[src/rtl/ucd_pkg.sv]
// shared types and constants for the undirected cycle detector
package ucd_pkg;

  localparam int DEF_MAX_VERTICES = 64;
  localparam int DEF_MAX_DEGREE   = 16;

  localparam int VTX_W = 6;
  localparam int CNT_W = 7;
  localparam int OP_W  = 2;
  localparam int ST_W  = 2;

  localparam logic [CNT_W-1:0] CNT_RESET = 7'd64;

  localparam logic [OP_W-1:0] OP_ADD   = 2'd0;
  localparam logic [OP_W-1:0] OP_CHECK = 2'd1;
  localparam logic [OP_W-1:0] OP_CLEAR = 2'd2;
  localparam logic [OP_W-1:0] OP_NOP   = 2'd3;

  localparam logic [ST_W-1:0] ST_OK     = 2'd0;
  localparam logic [ST_W-1:0] ST_DEGREE = 2'd1;
  localparam logic [ST_W-1:0] ST_RANGE  = 2'd2;

  typedef enum logic [3:0] {
    S_INIT,
    S_IDLE,
    S_ADD_F,
    S_ADD_T,
    S_ADD_D,
    S_CLR,
    S_VCLR,
    S_OUTER,
    S_OUTER_V,
    S_TOP_DEG,
    S_STEP,
    S_POP,
    S_NB,
    S_NB_PAR,
    S_NB_VIS,
    S_DONE
  } state_t;

  typedef struct packed {
    logic lt;
    logic eq;
  } cmp_res_t;

  typedef struct packed {
    logic deg;
    logic nbr;
    logic vis;
    logic stk;
  } mem_we_t;

endpackage

[src/rtl/ucd_cmp.sv]
// shared magnitude and equality compare unit
module ucd_cmp #(
  parameter int W = 8
) (
  input  logic [W-1:0]      a,
  input  logic [W-1:0]      b,
  output ucd_pkg::cmp_res_t res
);

  assign res.lt = (a < b);
  assign res.eq = (a == b);

endmodule

[src/rtl/ucd_seq.sv]
// sequencer for loading, clearing and the depth-first cycle walk
module ucd_seq #(
  parameter int MAX_VERTICES = ucd_pkg::DEF_MAX_VERTICES,
  parameter int MAX_DEGREE   = ucd_pkg::DEF_MAX_DEGREE
) (
  input  logic                    clk,
  input  logic                    rst_n,
  input  logic                    in_tvalid,
  output logic                    in_tready,
  input  logic [15:0]             in_tdata,   // from_vertex, to_vertex
  input  logic [ucd_pkg::OP_W-1:0] in_tuser,  // opcode
  input  logic [ucd_pkg::CNT_W-1:0] count,
  output logic                    res_valid,
  input  logic                    res_ready,
  output logic [ucd_pkg::ST_W-1:0] res_status,
  output logic                    res_cycle,
  output ucd_pkg::mem_we_t        we,
  output logic [$clog2(MAX_VERTICES)-1:0] deg_raddr,
  output logic [$clog2(MAX_VERTICES)-1:0] deg_waddr,
  output logic [$clog2(MAX_DEGREE+1)-1:0] deg_wdata,
  input  logic [$clog2(MAX_DEGREE+1)-1:0] deg_rdata,
  output logic [$clog2(MAX_VERTICES)+((MAX_DEGREE > 1) ? $clog2(MAX_DEGREE) : 1)-1:0] nbr_raddr,
  output logic [$clog2(MAX_VERTICES)+((MAX_DEGREE > 1) ? $clog2(MAX_DEGREE) : 1)-1:0] nbr_waddr,
  output logic [ucd_pkg::VTX_W-1:0] nbr_wdata,
  input  logic [ucd_pkg::VTX_W-1:0] nbr_rdata,
  output logic [$clog2(MAX_VERTICES)-1:0] vis_raddr,
  output logic [$clog2(MAX_VERTICES)-1:0] vis_waddr,
  output logic                    vis_wdata,
  input  logic                    vis_rdata,
  output logic [$clog2(MAX_VERTICES)-1:0] stk_raddr,
  output logic [$clog2(MAX_VERTICES)-1:0] stk_waddr,
  output logic [2*$clog2(MAX_VERTICES)+$clog2(MAX_DEGREE+1):0] stk_wdata,
  input  logic [2*$clog2(MAX_VERTICES)+$clog2(MAX_DEGREE+1):0] stk_rdata
);

  localparam int VW  = $clog2(MAX_VERTICES);
  localparam int DCW = $clog2(MAX_DEGREE + 1);
  localparam int NIW = (MAX_DEGREE > 1) ? $clog2(MAX_DEGREE) : 1;
  localparam int DPW = $clog2(MAX_VERTICES + 1);
  localparam int CW  = ucd_pkg::CNT_W;
  localparam int UW0 = (CW > DCW) ? CW : DCW;
  localparam int UW  = (UW0 > VW) ? UW0 : VW;
  localparam logic [VW-1:0] SWEEP_LAST = VW'(MAX_VERTICES - 1);

  ucd_pkg::state_t state_r, state_nxt;

  logic [VW-1:0]             sweep_r, sweep_nxt;
  logic [DPW-1:0]            depth_r, depth_nxt;
  logic [CW-1:0]             i_r, i_nxt;
  logic [ucd_pkg::VTX_W-1:0] from_r, from_nxt;
  logic [ucd_pkg::VTX_W-1:0] to_r, to_nxt;
  logic [ucd_pkg::VTX_W-1:0] nb_r, nb_nxt;
  logic [VW-1:0]             top_v_r, top_v_nxt;
  logic [VW-1:0]             top_p_r, top_p_nxt;
  logic                      top_hp_r, top_hp_nxt;
  logic [DCW-1:0]            top_nx_r, top_nx_nxt;
  logic [DCW-1:0]            top_deg_r, top_deg_nxt;
  logic [ucd_pkg::ST_W-1:0]  status_r, status_nxt;
  logic                      cycle_r, cycle_nxt;

  logic [UW-1:0]     cmp_a;
  logic [UW-1:0]     cmp_b;
  ucd_pkg::cmp_res_t cmp;

  ucd_cmp #(.W(UW)) u_cmp (
    .a   (cmp_a),
    .b   (cmp_b),
    .res (cmp)
  );

  assign res_status = status_r;
  assign res_cycle  = cycle_r;

  // next state
  always_comb begin
    state_nxt = state_r;
    case (state_r)
      ucd_pkg::S_INIT: begin
        if (sweep_r == SWEEP_LAST) state_nxt = ucd_pkg::S_IDLE;
      end
      ucd_pkg::S_IDLE: begin
        if (in_tvalid) begin
          case (in_tuser)
            ucd_pkg::OP_ADD:   state_nxt = ucd_pkg::S_ADD_F;
            ucd_pkg::OP_CHECK: state_nxt = ucd_pkg::S_VCLR;
            ucd_pkg::OP_CLEAR: state_nxt = ucd_pkg::S_CLR;
            default:           state_nxt = ucd_pkg::S_DONE;
          endcase
        end
      end
      ucd_pkg::S_ADD_F: state_nxt = cmp.lt ? ucd_pkg::S_ADD_T : ucd_pkg::S_DONE;
      ucd_pkg::S_ADD_T: state_nxt = cmp.lt ? ucd_pkg::S_ADD_D : ucd_pkg::S_DONE;
      ucd_pkg::S_ADD_D: state_nxt = ucd_pkg::S_DONE;
      ucd_pkg::S_CLR: begin
        if (sweep_r == SWEEP_LAST) state_nxt = ucd_pkg::S_DONE;
      end
      ucd_pkg::S_VCLR: begin
        if (sweep_r == SWEEP_LAST) state_nxt = ucd_pkg::S_OUTER;
      end
      ucd_pkg::S_OUTER: state_nxt = cmp.lt ? ucd_pkg::S_OUTER_V : ucd_pkg::S_DONE;
      ucd_pkg::S_OUTER_V: state_nxt = vis_rdata ? ucd_pkg::S_OUTER : ucd_pkg::S_TOP_DEG;
      ucd_pkg::S_TOP_DEG: state_nxt = ucd_pkg::S_STEP;
      ucd_pkg::S_STEP: begin
        if (cmp.lt) state_nxt = ucd_pkg::S_NB;
        else if (depth_r == DPW'(1)) state_nxt = ucd_pkg::S_OUTER;
        else state_nxt = ucd_pkg::S_POP;
      end
      ucd_pkg::S_POP: state_nxt = ucd_pkg::S_TOP_DEG;
      ucd_pkg::S_NB: state_nxt = cmp.lt ? ucd_pkg::S_NB_PAR : ucd_pkg::S_STEP;
      ucd_pkg::S_NB_PAR: begin
        if (top_hp_r && cmp.eq) state_nxt = ucd_pkg::S_STEP;
        else state_nxt = ucd_pkg::S_NB_VIS;
      end
      ucd_pkg::S_NB_VIS: state_nxt = vis_rdata ? ucd_pkg::S_DONE : ucd_pkg::S_TOP_DEG;
      ucd_pkg::S_DONE: begin
        if (res_ready) state_nxt = ucd_pkg::S_IDLE;
      end
      default: state_nxt = ucd_pkg::S_INIT;
    endcase
  end

  // datapath controls and register updates
  always_comb begin
    in_tready   = 1'b0;
    res_valid   = 1'b0;
    we          = '0;
    deg_raddr   = '0;
    deg_waddr   = '0;
    deg_wdata   = '0;
    nbr_raddr   = '0;
    nbr_waddr   = '0;
    nbr_wdata   = '0;
    vis_raddr   = '0;
    vis_waddr   = '0;
    vis_wdata   = 1'b0;
    stk_raddr   = '0;
    stk_waddr   = '0;
    stk_wdata   = '0;
    cmp_a       = '0;
    cmp_b       = '0;
    sweep_nxt   = sweep_r;
    depth_nxt   = depth_r;
    i_nxt       = i_r;
    from_nxt    = from_r;
    to_nxt      = to_r;
    nb_nxt      = nb_r;
    top_v_nxt   = top_v_r;
    top_p_nxt   = top_p_r;
    top_hp_nxt  = top_hp_r;
    top_nx_nxt  = top_nx_r;
    top_deg_nxt = top_deg_r;
    status_nxt  = status_r;
    cycle_nxt   = cycle_r;
    case (state_r)
      ucd_pkg::S_INIT, ucd_pkg::S_CLR: begin
        we.deg    = 1'b1;
        deg_waddr = sweep_r;
        sweep_nxt = sweep_r + VW'(1);
      end
      ucd_pkg::S_IDLE: begin
        in_tready  = 1'b1;
        from_nxt   = in_tdata[5:0];
        to_nxt     = in_tdata[11:6];
        sweep_nxt  = '0;
        depth_nxt  = '0;
        status_nxt = ucd_pkg::ST_OK;
        cycle_nxt  = 1'b0;
      end
      ucd_pkg::S_ADD_F: begin
        cmp_a = UW'(from_r);
        cmp_b = UW'(count);
        if (!cmp.lt) status_nxt = ucd_pkg::ST_RANGE;
      end
      ucd_pkg::S_ADD_T: begin
        cmp_a     = UW'(to_r);
        cmp_b     = UW'(count);
        deg_raddr = VW'(from_r);
        if (!cmp.lt) status_nxt = ucd_pkg::ST_RANGE;
      end
      ucd_pkg::S_ADD_D: begin
        cmp_a = UW'(deg_rdata);
        cmp_b = UW'(MAX_DEGREE);
        if (!cmp.lt) begin
          status_nxt = ucd_pkg::ST_DEGREE;
        end else begin
          we.nbr    = 1'b1;
          nbr_waddr = {VW'(from_r), deg_rdata[NIW-1:0]};
          nbr_wdata = to_r;
          we.deg    = 1'b1;
          deg_waddr = VW'(from_r);
          deg_wdata = deg_rdata + DCW'(1);
        end
      end
      ucd_pkg::S_VCLR: begin
        we.vis    = 1'b1;
        vis_waddr = sweep_r;
        sweep_nxt = sweep_r + VW'(1);
        i_nxt     = '0;
      end
      ucd_pkg::S_OUTER: begin
        cmp_a     = UW'(i_r);
        cmp_b     = UW'(count);
        vis_raddr = VW'(i_r);
      end
      ucd_pkg::S_OUTER_V: begin
        if (vis_rdata) begin
          i_nxt = i_r + CW'(1);
        end else begin
          top_v_nxt  = VW'(i_r);
          top_p_nxt  = '0;
          top_hp_nxt = 1'b0;
          top_nx_nxt = '0;
          depth_nxt  = DPW'(1);
          we.vis     = 1'b1;
          vis_waddr  = VW'(i_r);
          vis_wdata  = 1'b1;
          deg_raddr  = VW'(i_r);
        end
      end
      ucd_pkg::S_TOP_DEG: begin
        top_deg_nxt = deg_rdata;
      end
      ucd_pkg::S_STEP: begin
        cmp_a = UW'(top_nx_r);
        cmp_b = UW'(top_deg_r);
        if (cmp.lt) begin
          nbr_raddr  = {top_v_r, top_nx_r[NIW-1:0]};
          top_nx_nxt = top_nx_r + DCW'(1);
        end else begin
          depth_nxt = depth_r - DPW'(1);
          stk_raddr = VW'(depth_r - DPW'(2));
          if (depth_r == DPW'(1)) i_nxt = i_r + CW'(1);
        end
      end
      ucd_pkg::S_POP: begin
        {top_v_nxt, top_p_nxt, top_hp_nxt, top_nx_nxt} = stk_rdata;
        deg_raddr = stk_rdata[2*VW+DCW -: VW];
      end
      ucd_pkg::S_NB: begin
        cmp_a  = UW'(nbr_rdata);
        cmp_b  = UW'(count);
        nb_nxt = nbr_rdata;
      end
      ucd_pkg::S_NB_PAR: begin
        cmp_a     = UW'(nb_r);
        cmp_b     = UW'(top_p_r);
        vis_raddr = VW'(nb_r);
      end
      ucd_pkg::S_NB_VIS: begin
        if (vis_rdata) begin
          cycle_nxt = 1'b1;
        end else begin
          we.stk     = 1'b1;
          stk_waddr  = VW'(depth_r - DPW'(1));
          stk_wdata  = {top_v_r, top_p_r, top_hp_r, top_nx_r};
          top_v_nxt  = VW'(nb_r);
          top_p_nxt  = top_v_r;
          top_hp_nxt = 1'b1;
          top_nx_nxt = '0;
          depth_nxt  = depth_r + DPW'(1);
          we.vis     = 1'b1;
          vis_waddr  = VW'(nb_r);
          vis_wdata  = 1'b1;
          deg_raddr  = VW'(nb_r);
        end
      end
      ucd_pkg::S_DONE: begin
        res_valid = 1'b1;
      end
      default: begin
        sweep_nxt = '0;
      end
    endcase
  end

  always_ff @(posedge clk) begin
    if (!rst_n) begin
      state_r <= ucd_pkg::S_INIT;
      sweep_r <= '0;
      depth_r <= '0;
    end else begin
      state_r <= state_nxt;
      sweep_r <= sweep_nxt;
      depth_r <= depth_nxt;
    end
  end

  always_ff @(posedge clk) begin
    i_r       <= i_nxt;
    from_r    <= from_nxt;
    to_r      <= to_nxt;
    nb_r      <= nb_nxt;
    top_v_r   <= top_v_nxt;
    top_p_r   <= top_p_nxt;
    top_hp_r  <= top_hp_nxt;
    top_nx_r  <= top_nx_nxt;
    top_deg_r <= top_deg_nxt;
    status_r  <= status_nxt;
    cycle_r   <= cycle_nxt;
  end

endmodule

[config.mk]
export PLATFORM = sky130hd
export DESIGN_NAME = ucd_seq
export DESIGN_NICKNAME = d
export VERILOG_FILES = /design/src/rtl/ucd_pkg.sv /design/src/rtl/ucd_cmp.sv /design/src/rtl/ucd_seq.sv
export SDC_FILE = /design/constraint.sdc
export NUM_CORES = 1
export LEC_CHECK = 0
export ABC_CLOCK_PERIOD_IN_PS = 9500
export BUFFER_PORTS_ARGS = -buffer_cell sky130_fd_sc_hd__buf_2
export CAP_MARGIN = 20
export CELL_PAD_IN_SITES_DETAIL_PLACEMENT = 0
export CELL_PAD_IN_SITES_GLOBAL_PLACEMENT = 1
export CORE_ASPECT_RATIO = 1.4
export CORE_MARGIN = 10
export CORE_UTILIZATION = 41
export DETAILED_ROUTE_END_ITERATION = 12
export PLACE_DENSITY_LB_ADDON = 0.12
export SETUP_SLACK_MARGIN = 0.2
export SYNTH_ARGS = -nofsm -noshare
export SYNTH_HDL_FRONTEND = slang
export SYNTH_HIERARCHICAL = 1
export SYNTH_SLANG_ARGS = --single-unit
[constraint.sdc]
create_clock -name clk -period 9.5 [get_ports clk]
set_clock_uncertainty 0.2 [all_clocks]
set_input_delay 0 -clock clk [delete_from_list [all_inputs] [get_ports clk]]
set_output_delay 0 -clock clk [all_outputs]
set_load 0.02 [all_outputs]
==> summary.md <==
| Metric | Value |
|---|---|
| Outcome | `completed` |
| Worst R2R Setup Slack | `4.42 ns` |
| WP buf/inv | `5` |
| Post-CTS sizing | `0` |
| Clock Latency Late Sink | `0.34 ns` |
| Final WS setup | `4.24 ns` |
| Clk sinks | `68` |
| HPWL Detailed | `13800 um` |
| Flops & latches, synth | `68` |
| Pre-CTS setup slack | `4.53 ns` |
| ANT nets after route | `0` |
| Min cycle time layout | `5.26 ns` |
| EDFF count, synth | `51` |
| Critical Path End Type | `primary output` |
| DR DRC count | `0` |
| Worst Max-Slew Pin Slew | `1.08 ns` |
| Vias in the first global route | `4939` |
| Final hold violations | `0` |
| Clock Pin Slew Worst Setup and Hold Paths | `0.06 ns` |
| Post-synthesis net count | `620` |
| Adder-cell share of the synthesized area | `4.43%` |
| Depth of the worst hold-timing path | `2` |
| Number of diodes | `0` |
| Cts hold-fix bufs | `47` |
| Final cycle utilization of the critical path | `55.3%` |
| Cells along the critical path | `nand2b_1 -> nor2_2 -> or3_1 -> a222oi_1 -> inv_1 -> inv_1 -> ha_1 -> a21oi_2 -> a21oi_1 -> a2111oi_2 -> buf_4 -> nand2_1 -> inv_2 -> and2_1 -> a21o_1 -> buf_2` |
| Placed Cells | `804` |
| Grt ovf | `0` |
| Cell variety after synth | `62` |
| RSZ-0062 raised after global routing | `no` |
| Fmax | `0.190 GHz` |
| Power Dens Cells | `132 mW/mm2` |
| Total CTS buffers | `9` |
| Full die area | `0.0165 mm2` |
| Multi-input gate area | `0.00265 mm2` |
| First-pass GRT wire length | `27800 um` |
| Max Cap Violations | `0` |
| Main combinational cell family by area after synthesis | `simple AND/OR/NAND/NOR gates` |
| Port Buffers | `149` |
| Pins Over Slew Limit | `0` |
| Initial antenna violation count | `0` |
| I/O pin total | `154` |
| Simple-gate share of the synthesized area | `23.4%` |
| P_leak | `3.03 nW` |
| Final Util | `55.8%` |
| P&R area growth vs syn | `32.4%` |
| Post-DR vias/cell | `5.72` |
| Critical-path maximum fanout | `27` |
| Ys async rst share | `0%` |
| Final WL | `18400 um` |
| Slew headroom | `28.0%` |
| Reg-to-Reg End | `i_r[4]` |
| Mapped Avg Cell Area | `8.83 um2` |
| Top routing layer in use | `met4` |
| Mux cell area share after synthesis | `0.443%` |
| Total track usage | `21.1%` |
| Crit path top cell by count | `inv_1` |
| Drt wl/cell | `21.2 um` |
| Hold Path Origin | `in_tdata[9]` |
| Critical path class | `flip-flop to primary output` |
| CTS Root Cell | `clkbuf_16` |
| Post-CTS setup buffer count | `0` |
| Gate count of the mapped netlist | `544` |
| Die extent in y | `148 um` |
| Initial DRT Pass Iterations | `6` |
| Register area | `0.00187 mm2` |
| Ys flop type | `edfxtp_1` |
| Crit-path leading delay family | `simple AND/OR/NAND/NOR gates` |
| Critical Path Max Stage Delay | `0.96 ns` |
| Core area | `0.0114 mm2` |
| Post-Layout Cell Count | `868` |
| Cell Area, Synth | `0.00480 mm2` |
| DRT iter0 DRCs | `394` |
| DRT met1 WL | `6880 um` |
| Hold EP | `to_r[3]` |
| Synth area leader | `edfxtp_1` |
| Row count | `46` |
| Xor/xnor share of the synthesized area | `3.80%` |
| CTS max path bufs | `2` |
| Yosys warning total | `6` |
| CP max-delay cell | `dfxtp_1` |
| Sequential share of the synthesized area | `39.0%` |
| RD Place Congestion | `0.930` |
| Maximum VDD drop | `78.2 uV` |
| Met2 routed WL | `9590 um` |
| Final setup viols | `0` |
| Met3 WL | `1280 um` |
| Filler cells | `1068` |
| WP data required | `9.30 ns` |
| Worst setup SP type | `flip-flop` |
| Total negative slack | `0 ns` |
| Compound-Gate Fraction of Synth Area | `22.7%` |
| RR Startpoint | `state_r[2]` |
| Layout cells sized above 1 | `25.7%` |
| Final net count | `795` |
| # H-tree levels | `3` |
| Largest net degree at the start of global routing | `35` |
| Largest cells by area after synthesis | `edfxtp_1 32%, dfxtp_1 7.1%, and2_1 5.2%, a22o_1 4.7%, ha_1 4.4%` |
| Share of the synthesized area in the top cell type | `31.9%` |
| CTS tree | `yes` |
| Vias | `4961` |
| Hold Path Class | `input port to flip-flop` |
| Worst hold slack | `0.176 ns` |
| CP arrival | `5.06 ns` |
| FF-to-FF path depth | `15` |
| Starting density of the core | `42.1%` |
| Die width | `111 um` |
[layer usage]
metal / vias to the layer above / track usage, %
met5: - / 0
met4: 0 / 9.73
met3: 38 / 5.07
met2: 218 / 38.1
met1: 2354 / 22.7
li1: 2351 / -
[cell usage in the layout, fill, tap and decap left out, types with 4 or more instances in the layout]
cell and instances:
edfxtp_1 51, a221oi_1 7, or2_2 4, a21oi_1 29, a222oi_1 6, xnor2_1 12
nor2_1 51, buf_2 149, buf_4 7, a22o_1 26, a21o_1 8, nor2b_1 6
dfxtp_1 17, clkinvlp_4 4, o21ai_0 17, ha_1 17, nand2_1 43, nand3b_1 4
dlygate4sd3_1 47, clkbuf_16 9, xor2_1 7, a22oi_1 7, nor3_1 8, a221o_1 7
nand4_1 4, nand2b_1 5, a211o_1 5, nand3_1 25, inv_1 31, and2_1 40
and3_1 17
[worst reg2reg max path: cells and delay by family (launching register included)]
family	cells	cell delay (ns)
flip-flops	1	0.96
AO/OA/AOI/OAI	4	0.64
AND/OR/NAND/NOR	6	1.98
buffers and inverters	4	0.64
adder cells (fa/ha/maj)	1	0.31
[where the power goes]
part	switching (mW)	internal, mW
logic	0.104	0.0689
registers	0.0181	0.338
clock network	0.134	0.175
total	0.256	0.581
[Yosys cell counts (6+ instances only)]
cell type  number
xor2_1          7
nand2_1        43
o21ai_0        17
a221o_1         7
a22oi_1         7
edfxtp_1       51
buf_2          15
clkbuf_1       20
nor2b_1         6
nand3_1        25
a21o_1          8
ha_1           17
dfxtp_1        17
a21oi_1        29
xnor2_1        12
a222oi_1        6
a221oi_1        7
inv_1          31
nor3_1          8
a22o_1         26
and3_1         17
nor2_1         51
and2_1         40
[cell families after synthesis]
family	after synthesis
DFF	68
AOI/OAI and AO/OA	147
xor gates and xnor gates	20
adders and majority gates	17
buffers and inverters	71
and+or+nand+nor	219
muxes	2
[registers in the layout, indices dropped and copies added (netlist names), 6 cells and up]
| signal | flops |
|---|---|
| depth_r | 7 |
| i_r | 7 |
| from_r | 6 |
| nb_r | 6 |
| sweep_r | 6 |
| to_r | 6 |
| top_p_r | 6 |
| top_v_r | 6 |
[cell type report]
| cell class | count | share of cell area [%] |
|---|---|---|
| multi-input combinational | 405 | 41.6 |
| inverter | 32 | 1.89 |
| timing repair buffer | 203 | 20.0 |
| tap | 144 | 2.83 |
| clock buffer | 9 | 3.54 |
| sequential | 68 | 29.4 |
| clock inverter | 7 | 0.689 |
[how the worst max path moves through the flow]
stage,from,to,slack (ns),cells after the start
floorplan,state_r[0],top_nx_r[0],5.35,16
global placement,state_r[2],i_r[3],4.55,15
detailed placement,state_r[2],i_r[0],4.53,15
CTS,state_r[2],deg_waddr[3],4.30,16
global route,state_r[2],deg_waddr[3],3.85,16
finish,state_r[2],deg_waddr[3],4.24,16
[through the flow]
stage / power [mW] / area, um2
finish: 0.838 / 6360
global route: 0.870 / 6360
CTS: 0.839 / 6350
detailed placement: 0.518 / 5610
global placement: 0.516 / 5610
floorplan: 0.463 / 4800
Note: power is estimated with default switching activity, not from simulation.
